**config.mk**
```make
export PLATFORM = sky130hd
export DESIGN_NAME = json_string_unescaper_unit
export DESIGN_NICKNAME = d
export VERILOG_FILES = /design/src/rtl/core/jsu_pkg.sv /design/src/rtl/core/json_string_unescaper_unit.sv
export SDC_FILE = /design/constraint.sdc
export NUM_CORES = 1
export LEC_CHECK = 0
export ABC_CLOCK_PERIOD_IN_PS = 5520
export BUFFER_PORTS_ARGS = -buffer_cell sky130_fd_sc_hd__buf_4
export CORE_UTILIZATION = 65
export CTS_CLUSTER_DIAMETER = 80
export DETAILED_ROUTE_END_ITERATION = 7
export HOLD_SLACK_MARGIN = 0.03
export PLACE_DENSITY = 0.95
export SYNTH_ARGS = -nofsm -noshare
export SYNTH_HDL_FRONTEND = slang
export SYNTH_SLANG_ARGS = --single-unit
```
**constraint.sdc**
```tcl
create_clock -name clk -period 5.52 [get_ports clk]
set_input_delay 1.104 -clock clk [delete_from_list [all_inputs] [get_ports clk]]
set_output_delay 1.104 -clock clk [all_outputs]
set_load 0.005 [all_outputs]
```
**src/rtl/core/jsu_pkg.sv**
```systemverilog
`default_nettype none
package jsu_pkg;

  typedef enum logic [2:0] {
    PH_NORMAL = 3'd0,
    PH_ESC    = 3'd1,
    PH_HEX1   = 3'd2,
    PH_BSLASH = 3'd3,
    PH_LOWU   = 3'd4,
    PH_HEX2   = 3'd5
  } phase_t;

  typedef logic [1:0] kind_t;
  typedef logic [2:0] err_t;

  localparam kind_t KindData  = 2'd0;
  localparam kind_t KindClose = 2'd1;
  localparam kind_t KindError = 2'd2;

  localparam err_t ErrNone      = 3'd0;
  localparam err_t ErrNul       = 3'd1;
  localparam err_t ErrEscape    = 3'd2;
  localparam err_t ErrHex       = 3'd3;
  localparam err_t ErrSurrogate = 3'd4;
  localparam err_t ErrEarlyEnd  = 3'd5;

  localparam int unsigned MaxRes = 4;

  localparam logic [7:0] ChQuote  = 8'h22;
  localparam logic [7:0] ChSlash  = 8'h2F;
  localparam logic [7:0] ChBslash = 8'h5C;
  localparam logic [7:0] ChZero   = 8'h30;
  localparam logic [7:0] ChB      = 8'h62;
  localparam logic [7:0] ChF      = 8'h66;
  localparam logic [7:0] ChN      = 8'h6E;
  localparam logic [7:0] ChR      = 8'h72;
  localparam logic [7:0] ChT      = 8'h74;
  localparam logic [7:0] ChU      = 8'h75;

  localparam logic [7:0] CtlBs  = 8'h08;
  localparam logic [7:0] CtlFf  = 8'h0C;
  localparam logic [7:0] CtlLf  = 8'h0A;
  localparam logic [7:0] CtlCr  = 8'h0D;
  localparam logic [7:0] CtlTab = 8'h09;

  localparam logic [15:0] HighFirst = 16'hD800;
  localparam logic [15:0] LowFirst  = 16'hDC00;
  localparam logic [15:0] LowEnd    = 16'hE000;
  localparam logic [20:0] SuppBase  = 21'h10000;

endpackage
`default_nettype wire

```
**src/rtl/core/json_string_unescaper_unit.sv**
```systemverilog
// the first result of a request shows on out_* in the cycle after it is accepted
// throughput: one request per cycle while each gives at most one result and out_tready is high;
//   a \u escape that decodes to several utf-8 bytes holds the 4-entry result register until all are taken
// in_tready stays high when the result register drains its last entry in the same cycle
// reset (rst_n low, synchronous): normal phase, escape state cleared, allow_nul = 0,
//   result register empty
`default_nettype none
module json_string_unescaper_unit import jsu_pkg::*; (
  input  wire logic       clk,
  input  wire logic       rst_n,
  input  wire logic       cfg_we,
  input  wire logic       cfg_wdata,     // allow_nul
  input  wire logic       in_tvalid,
  output logic            in_tready,
  input  wire logic [7:0] in_tdata,      // [7:0] in_byte
  input  wire logic [0:0] in_tuser,      // [0] stream_end
  output logic            out_tvalid,
  input  wire logic       out_tready,
  output logic [7:0]      out_tdata,     // [7:0] out_byte
  output logic [4:0]      out_tuser,     // [1:0] kind, [4:2] error_code
  output logic            out_tlast      // last_of_run
);

  logic        allow_nul_r;
  phase_t      phase_r, phase_nxt;
  logic [1:0]  hex_cnt_r, hex_cnt_nxt;
  logic [11:0] hex_acc_r, hex_acc_nxt;
  logic [9:0]  high_half_r, high_half_nxt;

  logic [7:0]  buf_byte_r [MaxRes];
  kind_t       buf_kind_r;
  err_t        buf_code_r;
  logic [2:0]  buf_cnt_r;
  logic [1:0]  buf_idx_r;

  logic        in_fire, out_fire;
  logic [7:0]  c;
  logic        dig_ok;
  logic [3:0]  dig;
  logic [15:0] hex_val;
  logic [20:0] enc_cp;
  logic [2:0]  enc_n;
  logic [7:0]  enc_b [MaxRes];

  logic [2:0]  res_n;
  kind_t       res_kind;
  err_t        res_code;
  logic [7:0]  res_b [MaxRes];

  assign c        = in_tdata;
  assign out_fire = out_tvalid && out_tready;
  assign in_tready = (buf_cnt_r == 3'd0) || ((buf_cnt_r == 3'd1) && out_tready);
  assign in_fire  = in_tvalid && in_tready;

  assign out_tvalid = (buf_cnt_r != 3'd0);
  assign out_tdata  = buf_byte_r[buf_idx_r];
  assign out_tuser  = {buf_code_r, buf_kind_r};
  assign out_tlast  = (buf_cnt_r == 3'd1);

  always_comb begin
    dig_ok = 1'b1;
    dig    = 4'd0;
    if (c inside {[8'h30:8'h39]}) begin
      dig = c[3:0];
    end else if (c inside {[8'h61:8'h66], [8'h41:8'h46]}) begin
      dig = c[3:0] + 4'd9;
    end else begin
      dig_ok = 1'b0;
    end
  end

  assign hex_val = {hex_acc_r, dig};

  // second half of a pair combines with the stored high half
  assign enc_cp = (phase_r == PH_HEX2) ? (SuppBase + {1'b0, high_half_r, hex_val[9:0]})
                                       : {5'd0, hex_val};

  always_comb begin
    enc_b[0] = 8'd0;
    enc_b[1] = 8'd0;
    enc_b[2] = 8'd0;
    enc_b[3] = 8'd0;
    if (enc_cp < 21'h80) begin
      enc_n    = 3'd1;
      enc_b[0] = enc_cp[7:0];
    end else if (enc_cp < 21'h800) begin
      enc_n    = 3'd2;
      enc_b[0] = {3'b110, enc_cp[10:6]};
      enc_b[1] = {2'b10, enc_cp[5:0]};
    end else if (enc_cp < 21'h10000) begin
      enc_n    = 3'd3;
      enc_b[0] = {4'b1110, enc_cp[15:12]};
      enc_b[1] = {2'b10, enc_cp[11:6]};
      enc_b[2] = {2'b10, enc_cp[5:0]};
    end else begin
      enc_n    = 3'd4;
      enc_b[0] = {5'b11110, enc_cp[20:18]};
      enc_b[1] = {2'b10, enc_cp[17:12]};
      enc_b[2] = {2'b10, enc_cp[11:6]};
      enc_b[3] = {2'b10, enc_cp[5:0]};
    end
  end

  always_comb begin
    logic fail;
    logic nul;
    logic enc;
    err_t fcode;
    phase_nxt     = phase_r;
    hex_cnt_nxt   = hex_cnt_r;
    hex_acc_nxt   = hex_acc_r;
    high_half_nxt = high_half_r;
    res_n         = 3'd0;
    res_kind      = KindData;
    res_code      = ErrNone;
    res_b[0]      = 8'd0;
    res_b[1]      = 8'd0;
    res_b[2]      = 8'd0;
    res_b[3]      = 8'd0;
    fail          = 1'b0;
    nul           = 1'b0;
    enc           = 1'b0;
    fcode         = ErrNone;

    if (in_tuser[0]) begin
      fail  = 1'b1;
      fcode = ErrEarlyEnd;
    end else begin
      case (phase_r)
        PH_NORMAL: begin
          if (c == ChBslash) begin
            phase_nxt = PH_ESC;
          end else if (c == ChQuote) begin
            res_n    = 3'd1;
            res_kind = KindClose;
          end else if (c == 8'd0) begin
            nul = 1'b1;
          end else begin
            res_n    = 3'd1;
            res_b[0] = c;
          end
        end
        PH_ESC: begin
          phase_nxt = PH_NORMAL;
          res_n     = 3'd1;
          case (c)
            ChQuote:  res_b[0] = ChQuote;
            ChSlash:  res_b[0] = ChSlash;
            ChBslash: res_b[0] = ChBslash;
            ChB:      res_b[0] = CtlBs;
            ChF:      res_b[0] = CtlFf;
            ChN:      res_b[0] = CtlLf;
            ChR:      res_b[0] = CtlCr;
            ChT:      res_b[0] = CtlTab;
            ChZero: begin
              res_n = 3'd0;
              nul   = 1'b1;
            end
            ChU: begin
              res_n       = 3'd0;
              phase_nxt   = PH_HEX1;
              hex_cnt_nxt = 2'd0;
              hex_acc_nxt = 12'd0;
            end
            default: begin
              res_n = 3'd0;
              fail  = 1'b1;
              fcode = ErrEscape;
            end
          endcase
        end
        PH_HEX1, PH_HEX2: begin
          if (!dig_ok) begin
            fail  = 1'b1;
            fcode = ErrHex;
          end else if (hex_cnt_r != 2'd3) begin
            hex_cnt_nxt = hex_cnt_r + 2'd1;
            hex_acc_nxt = {hex_acc_r[7:0], dig};
          end else begin
            hex_cnt_nxt = 2'd0;
            hex_acc_nxt = 12'd0;
            if (phase_r == PH_HEX1) begin
              if (hex_val >= LowFirst && hex_val < LowEnd) begin
                fail  = 1'b1;
                fcode = ErrSurrogate;
              end else if (hex_val >= HighFirst && hex_val < LowFirst) begin
                high_half_nxt = hex_val[9:0];
                phase_nxt     = PH_BSLASH;
              end else begin
                phase_nxt = PH_NORMAL;
                if (hex_val == 16'd0) begin
                  nul = 1'b1;
                end else begin
                  enc = 1'b1;
                end
              end
            end else begin
              if (hex_val < LowFirst || hex_val >= LowEnd) begin
                fail  = 1'b1;
                fcode = ErrSurrogate;
              end else begin
                phase_nxt     = PH_NORMAL;
                high_half_nxt = 10'd0;
                enc           = 1'b1;
              end
            end
          end
        end
        PH_BSLASH: begin
          if (c != ChBslash) begin
            fail  = 1'b1;
            fcode = ErrSurrogate;
          end else begin
            phase_nxt = PH_LOWU;
          end
        end
        PH_LOWU: begin
          if (c != ChU) begin
            fail  = 1'b1;
            fcode = ErrSurrogate;
          end else begin
            phase_nxt   = PH_HEX2;
            hex_cnt_nxt = 2'd0;
            hex_acc_nxt = 12'd0;
          end
        end
        default: begin
          phase_nxt     = PH_NORMAL;
          hex_cnt_nxt   = 2'd0;
          hex_acc_nxt   = 12'd0;
          high_half_nxt = 10'd0;
        end
      endcase
    end

    // escaped or raw nul behaves the same
    if (nul) begin
      if (allow_nul_r) begin
        res_n    = 3'd1;
        res_b[0] = 8'd0;
      end else begin
        fail  = 1'b1;
        fcode = ErrNul;
      end
    end

    if (enc) begin
      res_n    = enc_n;
      res_b[0] = enc_b[0];
      res_b[1] = enc_b[1];
      res_b[2] = enc_b[2];
      res_b[3] = enc_b[3];
    end

    if (fail) begin
      phase_nxt     = PH_NORMAL;
      hex_cnt_nxt   = 2'd0;
      hex_acc_nxt   = 12'd0;
      high_half_nxt = 10'd0;
      res_n         = 3'd1;
      res_kind      = KindError;
      res_code      = fcode;
      res_b[0]      = 8'd0;
      res_b[1]      = 8'd0;
      res_b[2]      = 8'd0;
      res_b[3]      = 8'd0;
    end
  end

  always_ff @(posedge clk) begin
    if (!rst_n) begin
      allow_nul_r <= 1'b0;
      phase_r     <= PH_NORMAL;
      hex_cnt_r   <= 2'd0;
      hex_acc_r   <= 12'd0;
      high_half_r <= 10'd0;
      buf_cnt_r   <= 3'd0;
      buf_idx_r   <= 2'd0;
    end else begin
      if (cfg_we) begin
        allow_nul_r <= cfg_wdata;
      end
      if (in_fire) begin
        phase_r     <= phase_nxt;
        hex_cnt_r   <= hex_cnt_nxt;
        hex_acc_r   <= hex_acc_nxt;
        high_half_r <= high_half_nxt;
        buf_cnt_r   <= res_n;
        buf_idx_r   <= 2'd0;
      end else if (out_fire) begin
        buf_cnt_r <= buf_cnt_r - 3'd1;
        buf_idx_r <= buf_idx_r + 2'd1;
      end
    end
  end

  always_ff @(posedge clk) begin
    if (in_fire) begin
      buf_byte_r[0] <= res_b[0];
      buf_byte_r[1] <= res_b[1];
      buf_byte_r[2] <= res_b[2];
      buf_byte_r[3] <= res_b[3];
      buf_kind_r    <= res_kind;
      buf_code_r    <= res_code;
    end
  end

  a_cnt_bound: assert property (@(posedge clk) disable iff (!rst_n)
    buf_cnt_r <= 3'(MaxRes))
    else $error("result count out of range");

  a_ctl_single: assert property (@(posedge clk) disable iff (!rst_n)
    out_tvalid && (out_tuser[1:0] != KindData) |-> out_tlast)
    else $error("close or error result not alone");

  a_err_clears: assert property (@(posedge clk) disable iff (!rst_n)
    in_fire && (res_kind == KindError) |=> (phase_r == PH_NORMAL) && (hex_cnt_r == 2'd0)
      && (high_half_r == 10'd0))
    else $error("state not cleared after error");

  a_hex_phase: assert property (@(posedge clk) disable iff (!rst_n)
    (hex_cnt_r != 2'd0) |-> (phase_r == PH_HEX1) || (phase_r == PH_HEX2))
    else $error("hex digit count outside hex phase");

  a_fire_empty: assert property (@(posedge clk) disable iff (!rst_n)
    in_fire && (res_n != 3'd0) |=> out_tvalid && (buf_idx_r == 2'd0))
    else $error("new results not presented from first slot");

endmodule
`default_nettype wire

```
After elaboration in Yosys (flattened, before gate mapping)
Memories as Yosys holds them, arrays and structs flattened. A register that Yosys moved wholly into a read port is not among the register bits.
Cells that the tools add are included.

storage, ports and cells
  register bits = 38
  memory bits (writable) = 32
  input port bits = 15
  word-level logic and storage cells = 212
  memories kept = 1

operators by class
  reductions and logical operators = 27
  $add $sub $neg = 5
  eq/ne operators = 31
  $lt $le $gt $ge = 14
  bitwise operators = 2
  muxes and demuxes = 122

memories
  memory      depth  width  rd ports  clocked after Yosys merged registers in  write ports  RTL line                          RTL
  buf_byte_r  4      8      1         1                                        4            json_string_unescaper_unit.sv:30  logic [7:0] buf_byte_r [MaxRes];

operator list
  operator                  number
  $mux W3                   29
  $mux W10                  8
  $mux W12                  6
  $mux W32                  2
  $mux W8                   8
  $eq A8 B7 Y1 const B      7
  $pmux W7 S8               1
  $ge A16 B16 Y1 const B    3
  $pmux W12 S4              1
  $mux W21                  2
  $mux W1                   41
  $lt A16 B16 Y1 const B    2
  $eq A8 B6 Y1 const B      3
  $mux W24                  1
  $mux W2                   11
  $add A17 B20 Y21 const A  1
  $lt A21 B12 Y1 const B    1
  $lt A21 B17 Y1 const B    1
  $lt A21 B8 Y1 const B     1
  $pmux W10 S2              1
  $ne A3 B3 Y1 const B      6
  $ge A8 B7 Y1 const B      2
  $le A8 B7 Y1 const B      2
  $logic_not A16 Y1         1
  other kinds (36)          60

Depth between registers and ports, before layout
Gate-level depths: netlist (run 1).

  word-level depth = 18
  depth in mapped cells = 12
  mapped depth without buffers = 11

Worst setup path before layout (run 1)
Ideal clock, no wire load.

  kind = input port to flip-flop
  start = input in_tdata[0]
  end = memory buf_byte_r[3][1], data pin
  data required time = 5265 ps
  data arrival time = 3519 ps
  cell stages on the path = 11
  buffers on the path = 1
  slack = 1746 ps
  cells stage by stage = inv_1 -> ha_1 -> nor3b_1 -> a311oi_4 -> o22a_2 -> or4_1 -> a21oi_1 -> clkbuf_1 -> nand2b_1 -> inv_2 -> and2_1

RTL lines
  item                RTL line                          RTL
  start: declaration  json_string_unescaper_unit.sv:15  input wire logic [7:0] in_tdata,
  end: declaration    json_string_unescaper_unit.sv:30

Worst setup path in the final report (run 1)
  start = input in_tdata[0]
  end = register buf_cnt_r[1]

on the way
  word-level cells in the longest chain between the ends = 18

ends and longest elaborated chain
  item                                                       RTL line                           RTL
  branches (longest 16 deep; another with $add A17 B20 Y21)  --
  $mux W3 (*)                                                json_string_unescaper_unit.sv:255  if (fail) begin
  $mux W3 (*)                                                json_string_unescaper_unit.sv:283  if (in_fire) begin
  end signal: assignment                                     json_string_unescaper_unit.sv:288  buf_cnt_r <= res_n;
  end signal: assignment                                     json_string_unescaper_unit.sv:291  buf_cnt_r <= buf_cnt_r - 3'd1;
  end: declaration                                           json_string_unescaper_unit.sv:33   logic [2:0] buf_cnt_r;

Mark *: on every way between the ends.
A chain may end at the register's enable or synchronous reset.

==> results of run 1 <==
-- worst max-delay path by stage --
stage,start,end,slack (ns)
6_report,in_tdata[0],buf_cnt_r[1]$_SDFFE_PN0P_,1.35
5_1_grt,in_tdata[0],buf_cnt_r[1]$_SDFFE_PN0P_,1.13
4_1_cts,in_tdata[0],buf_cnt_r[1]$_SDFFE_PN0P_,1.40
3_5_place_dp,in_tdata[0],buf_cnt_r[1]$_SDFFE_PN0P_,1.03
3_3_place_gp,in_tdata[0],buf_cnt_r[1]$_SDFFE_PN0P_,1.20
2_1_floorplan,in_tdata[0],buf_byte_r[3][1]$_SDFFCE_PP0P_,1.75
-- metal layers --
metal	wire [microns]	GRT usage, %	vias up	part of all wire [%]
li1	-	-	1821	-
met1	4523	46.32	1834	41
met2	4904	48.29	293	44
met3	1266	6.429	50	11
met4	435	14.18	0	3.9
met5	0	0	-	0
-- area by class of cell --
class | count | share of cell area [%]
Multi-Input combinational cell | 369 | 50.80
Clock buffer | 9 | 2.591
Tap cell | 77 | 2.015
Timing Repair Buffer | 33 | 5.182
Inverter | 16 | 1.256
Clock inverter | 7 | 2.146
Sequential cell | 69 | 36.01
-- flip-flops by register name (all words and copies together) (netlist names), named ones only --
register,flops
allow_nul_r,1
phase_r,3
buf_code_r,3
buf_byte_r,29
buf_idx_r,2
hex_acc_r,12
hex_cnt_r,2
buf_cnt_r,3
high_half_r,10
buf_kind_r,2
-- cells by family (layout without fill, tap and decap cells) --
kind of cell	Yosys count	after routing
DFF	69	69
and+or+nand+nor	221	221
AOI/OAI and AO/OA	109	109
adders and majority gates	9	9
buffers and inverters	41	65
xor gates and xnor gates	4	4
muxes	26	26
-- critical path, delay by kind of cell --
kind            cells  cell delay, ns
fa+ha+maj           1            0.29
buf+inv             2            0.26
simple gates        4            1.55
compound gates      4            1.22
-- metrics by stage --
step | total power (W) | worst slack (ns) | instance area [sq um]
4_1_cts | 0.001551 | 1.396 | 4781
6_report | 0.001551 | 1.351 | 4781
2_1_floorplan | 0.0009243 | 1.746 | 4314
5_1_grt | 0.001620 | 1.132 | 4781
3_5_place_dp | 0.001082 | 1.029 | 4554
3_3_place_gp | 0.001070 | 1.199 | 4554
-- power by group through the flow --
stage / clock (W) / sequential [W] / combinational, W
after floorplan: 0 / 0.000682 / 0.000243
after global placement: 0 / 0.000702 / 0.000368
after detailed placement: 0 / 0.000705 / 0.000376
after CTS: 0.000476 / 0.000694 / 0.000380
after global routing: 0.000504 / 0.000705 / 0.000411
final: 0.000476 / 0.000694 / 0.000381
-- synth_stat cells (3+ instances only) --
cell type,number
a211oi_1,3
nor2b_1,8
a31oi_1,4
nand4b_1,4
and4b_1,3
nand3_1,12
nand2_1,74
nand2b_1,8
nor3b_1,6
and3_1,3
nor4_1,6
a22oi_1,4
or3_1,3
inv_1,14
o211ai_1,5
or4_1,3
nor3_1,16
o21ai_0,11
edfxtp_1,34
a22o_1,10
mux2i_1,19
nor2_1,50
clkbuf_1,21
ha_1,9
xor2_1,4
mux4_2,7
dfxtp_1,35
o22ai_1,10
a21oi_1,28
and2_1,8
nand4_1,3
==> results.toml, run 1 <==
[run_status]
status = "finished, final reports clean"

[layout]
finalNonFillerCells = 580
layout-drive-gt1-share_pct = 15.11
multi_input_area_sq_um = 2429
fill_cells = 459
diodes = 0
mostFrequentLayoutCells = "nand2_1, nor2_1, dfxtp_1"
utilization_pct = 74.86
syn2layout_area_growth_pct = 10.82
final_common_cell = "nand2_1"
register_area_sq_um = 1722
final_nets = 522

[global_route]
grt_use_total_pct = 32.48
first_global_vias = 3579
grt_pass1_wl_mm = 17.94
grt_max_degree = 39
grt-ovfl-total = 0
antenna_found_initial = 0

[floorplan]
start_util_pct = 67.55
core_area_sq_um = 6386
io_pins = 31
rows = 29
die_w_microns = 83.47
die-area_sq_um = 6967
die_y_microns = 83.47

[synthesis]
yosysTopAreaCellShare_pct = 23.67
yosys.area_share.adder_pct = 2.610
synth_edf_count = 34
syn_avg_cell_area_sq_um = 9.007
synth_ff_type = "dfxtp_1"
synthXorXnorAreaFrac_pct = 0.8121
synth_area_sq_um = 4314
yosys.cell_types.count = 74
synth.area.top_cells = "edfxtp_1, dfxtp_1, nand2_1"
postSynthCellCount = 479
synth_compound_area_share_pct = 18.91
async_flop_share_pct = 0
ys.warnings.count = 0
synth_top_area_cell = "edfxtp_1"
synth_nets = 503
synth-seq-cells = 69
yosysSeqAreaShare_pct = 39.91
yosys.area_share.simple_pct = 25.90
synth_mux_area_share_pct = 8.063
synth_top_family_by_area = "simple AND/OR/NAND/NOR gates"

[drt]
drc = 0
wire_per_inst_microns = 19.19
vias_per_cell = 6.893
drt-pass1-iter-count = 7
ant_nets = 0
drt_iter0_drc = 578
routed_wl_mm = 11.13
vias = 3998

[power]
pwr_density_cell_nw_per_um2 = 324.5
comb_power_share_pct = 24.6
p_seq_share_pct = 44.7
clkPwrFrac_pct = 30.7
swShare_pct = 29.82
power.net_switching_w = 0.0004626
leakage_nw = 1.899
peakVddDrop_mv = 0.2454
p_int_w = 0.001089

[sta]
final_max_slew_viol_count = 0
setup_violations = 0
hold_slack_ns = 0.4922
period_minus_slack_ns = 4.169
setup_tns_ns = 0
max-slew-margin-rel_pct = 35.48
hold_viol = 0
worst_pin_slew_ns = 0.9613
clock_skew_ns = 0.01054
timing.final.crit_share_pct = 75.53
fmax_mhz = 239.9
rsz0062_at_grt = "false"

[setup_path]
r2r_cells = 8
r2r-end = "buf_byte_r[0][2]$_SDFFCE_PP0P_"
path_max_fanout = 11
rrSetupSlack_ns = 1.87
cp-end-kind = "flip-flop"
rr_startpoint = "phase_r[2]$_SDFFE_PN0P_"
path_cells = "buf_4 -> inv_1 -> ha_1 -> nor3b_1 -> a311oi_4 -> o22a_2 -> or4_1 -> a21oi_1 -> nand2b_1 -> nor3_1 -> o221a_2"
crit_type = "input pin to flip-flop"
required_ns = 5.77
start_kind = "input pin"
cp.arrival_ns = 4.42
cpMaxStageDelayCell = "a21oi_1"
slowest_delay_ns = 0.57

[place]
port_buffers = 30
routabilityCongestion = 0.9765
place_inst = 564
hpwl_mm = 7.856

[worst_hold_path]
worst_hold_path.endpoint = "hex_cnt_r[0]$_SDFFE_PN0P_"
hold_path_class = "flip-flop to flip-flop"
hold_path_depth = 2
hp-start = "hex_cnt_r[0]$_SDFFE_PN0P_"

[clocking]
clk_latency_ns = 0.35
clk_path_buf_depth = 2
cts_tree = "yes"
cts-htree-levels = 3
clockRootBuffer = "clkbuf_8"
cts_buffers = 9
hold_buffers = 0
numClockSinks = 69
cts_resized = 0
post_cts_buffers = 0
clk_pin_slew_worst_paths_ns = 0.08

[flow_run]
max-cap-violations = 0
(Power assumes the default switching activity.)
==> run 2, diff against run 1 <==
Settings changed: ABC_CLOCK_PERIOD_IN_PS 5520 to 4300, CORE_UTILIZATION 65 to 61, PLACE_DENSITY 0.95 to 0.93.
Clock period 5.52 ns to 4.3 ns, I/O delays scaled along.
==> results.toml, run 2 (synthesis gave the netlist of run 1 again) <==
[run_status]
status = "finished, final reports clean"

[drt]
ant_nets = 0
drt_iter0_drc = 483
vias_per_cell = 6.652
drt-pass1-iter-count = 5
drc = 0
vias = 4011
wire_per_inst_microns = 18.96
routed_wl_mm = 11.43

[power]
power.net_switching_w = 0.0005843
swShare_pct = 29.54
p_int_w = 0.001394
p_total_w = 0.001978
p_seq_share_pct = 45.2
comb_power_share_pct = 25.3
clkPwrFrac_pct = 29.5
peakVddDrop_mv = 0.3911
leakage_nw = 1.917
pwr_density_cell_nw_per_um2 = 410.2

[global_route]
grt-ovfl-total = 0
grt_use_total_pct = 32.30
grt_pass1_wl_mm = 18.22
antenna_found_initial = 0
first_global_vias = 3595
grt_max_degree = 39

[clocking]
clk_pin_slew_worst_paths_ns = 0.07
cts_resized = 0
clk_path_buf_depth = 2
cts-htree-levels = 3
clockRootBuffer = "clkbuf_8"
cts_tree = "yes"
clk_latency_ns = 0.36
post_cts_buffers = 0
numClockSinks = 69
hold_buffers = 0
cts_buffers = 9

[flow_run]
max-cap-violations = 0

[worst_hold_path]
hold_path_depth = 2
hold_path_class = "flip-flop to flip-flop"

[setup_path]
worstPathBufferInverterCount = 2
crit_family = "simple AND/OR/NAND/NOR gates"
path_max_fanout = 9
required_ns = 4.55
crit_cells = 11
cpMaxStageDelayCell = "or4_1"
r2r_cells = 8
start_kind = "input pin"
slowest_delay_ns = 0.51
cp.arrival_ns = 3.96
path_cells = "buf_4 -> inv_1 -> ha_1 -> nor3b_1 -> a311oi_4 -> o22a_2 -> or4_1 -> a21oi_1 -> nand2b_1 -> nor3_1 -> o221a_2"
crit_type = "input pin to flip-flop"
cp-end-kind = "flip-flop"

[layout]
largest_reg_flops = 29
syn2layout_area_growth_pct = 11.80
diodes = 0
finalNonFillerCells = 603
layout-drive-gt1-share_pct = 15.58
utilization_pct = 70.99
final_nets = 526
final_common_cell = "nand2_1"
regMostFlops = "buf_byte_r"
reg_top3 = "buf_byte_r (29), hex_acc_r (12), high_half_r (10)"
mostFrequentLayoutCells = "nand2_1, nor2_1, buf_4"

[floorplan]
die_y_microns = 86.10
start_util_pct = 63.50
die_w_microns = 86.10
core_area_sq_um = 6794
die-area_sq_um = 7412
rows = 30
io_pins = 31

[place]
place_inst = 587
hpwl_mm = 8.223
routabilityCongestion = 0.9524
port_buffers = 30

[sta]
clock_skew_ns = 0.01150
period_minus_slack_ns = 3.710
max-slew-margin-rel_pct = 52.17
worst_pin_slew_ns = 0.7108
timing.final.crit_share_pct = 86.29
setup_violations = 0
rsz0062_at_grt = "false"
final_max_slew_viol_count = 0
fmax_mhz = 269.5
hold_viol = 0
setup_tns_ns = 0
run 2: cell count changes in the layout (fill, tap and decap cells not counted), sizes merged:
cell	delta
buf	+4
clkbuf	+1
clkinvlp	-1
inv	-4
clkinv	+4
run 2: cell type report:
class	count	area, sq um
clock buffers	10	127.6
multi-input cells	369	2429
inverters	16	60.06
flip-flops and latches	69	1722
well taps	96	120.1
fillers	493	1971
clock inverters	6	87.58
repair buffers	37	277.8
run 2: power groups by stage:
stage	Clock, W	Combinational (W)	Sequential, W
global route	0.000610	0.000545	0.000904
finish	0.000584	0.000501	0.000894
detailed placement	0	0.000494	0.000909
CTS	0.000581	0.000498	0.000895
floorplan	0	0.000312	0.000875
global placement	0	0.000484	0.000899
run 2: worst paths after layout:
kind / from / to / slack (ns)
setup / recovery: in_tdata[0] / buf_cnt_r[1]$_SDFFE_PN0P_ / 0.59
hold / removal: hex_cnt_r[1]$_SDFFE_PN0P_ / hex_cnt_r[1]$_SDFFE_PN0P_ / 0.48
setup reg to reg: phase_r[2]$_SDFFE_PN0P_ / buf_byte_r[0][2]$_SDFFCE_PP0P_ / 0.67
hold reg to reg: hex_cnt_r[1]$_SDFFE_PN0P_ / hex_cnt_r[1]$_SDFFE_PN0P_ / 0.48
run 2: worst register-to-register path, delay by kind of cell (launching register included):
family / cells / cell delay, ns
simple gates: 3 / 1.15
compound gates: 4 / 0.91
flops: 1 / 0.76
mux: 1 / 0.55
run 2: layer usage:
| metal | up-vias | GRT usage, % | share of wire (%) |
|---|---|---|---|
| li1 | 1831 | - | - |
| met5 | - | 0 | 0 |
| met1 | 1882 | 43.77 | 42 |
| met3 | 40 | 7.411 | 10 |
| met4 | 0 | 14.24 | 3.0 |
| met2 | 258 | 49.42 | 45 |
run 2: through the flow:
stage	area, sq um	hold WS, ns	worst slack [ns]
final	4823	0.4809	0.5897
after global routing	4823	0.5013	0.4627
after CTS	4823	0.4798	0.6433
after detailed placement	4608	0.4648	0.3096
after global placement	4608	0.4495	0.4381
after floorplan	4314	0.4422	0.7700
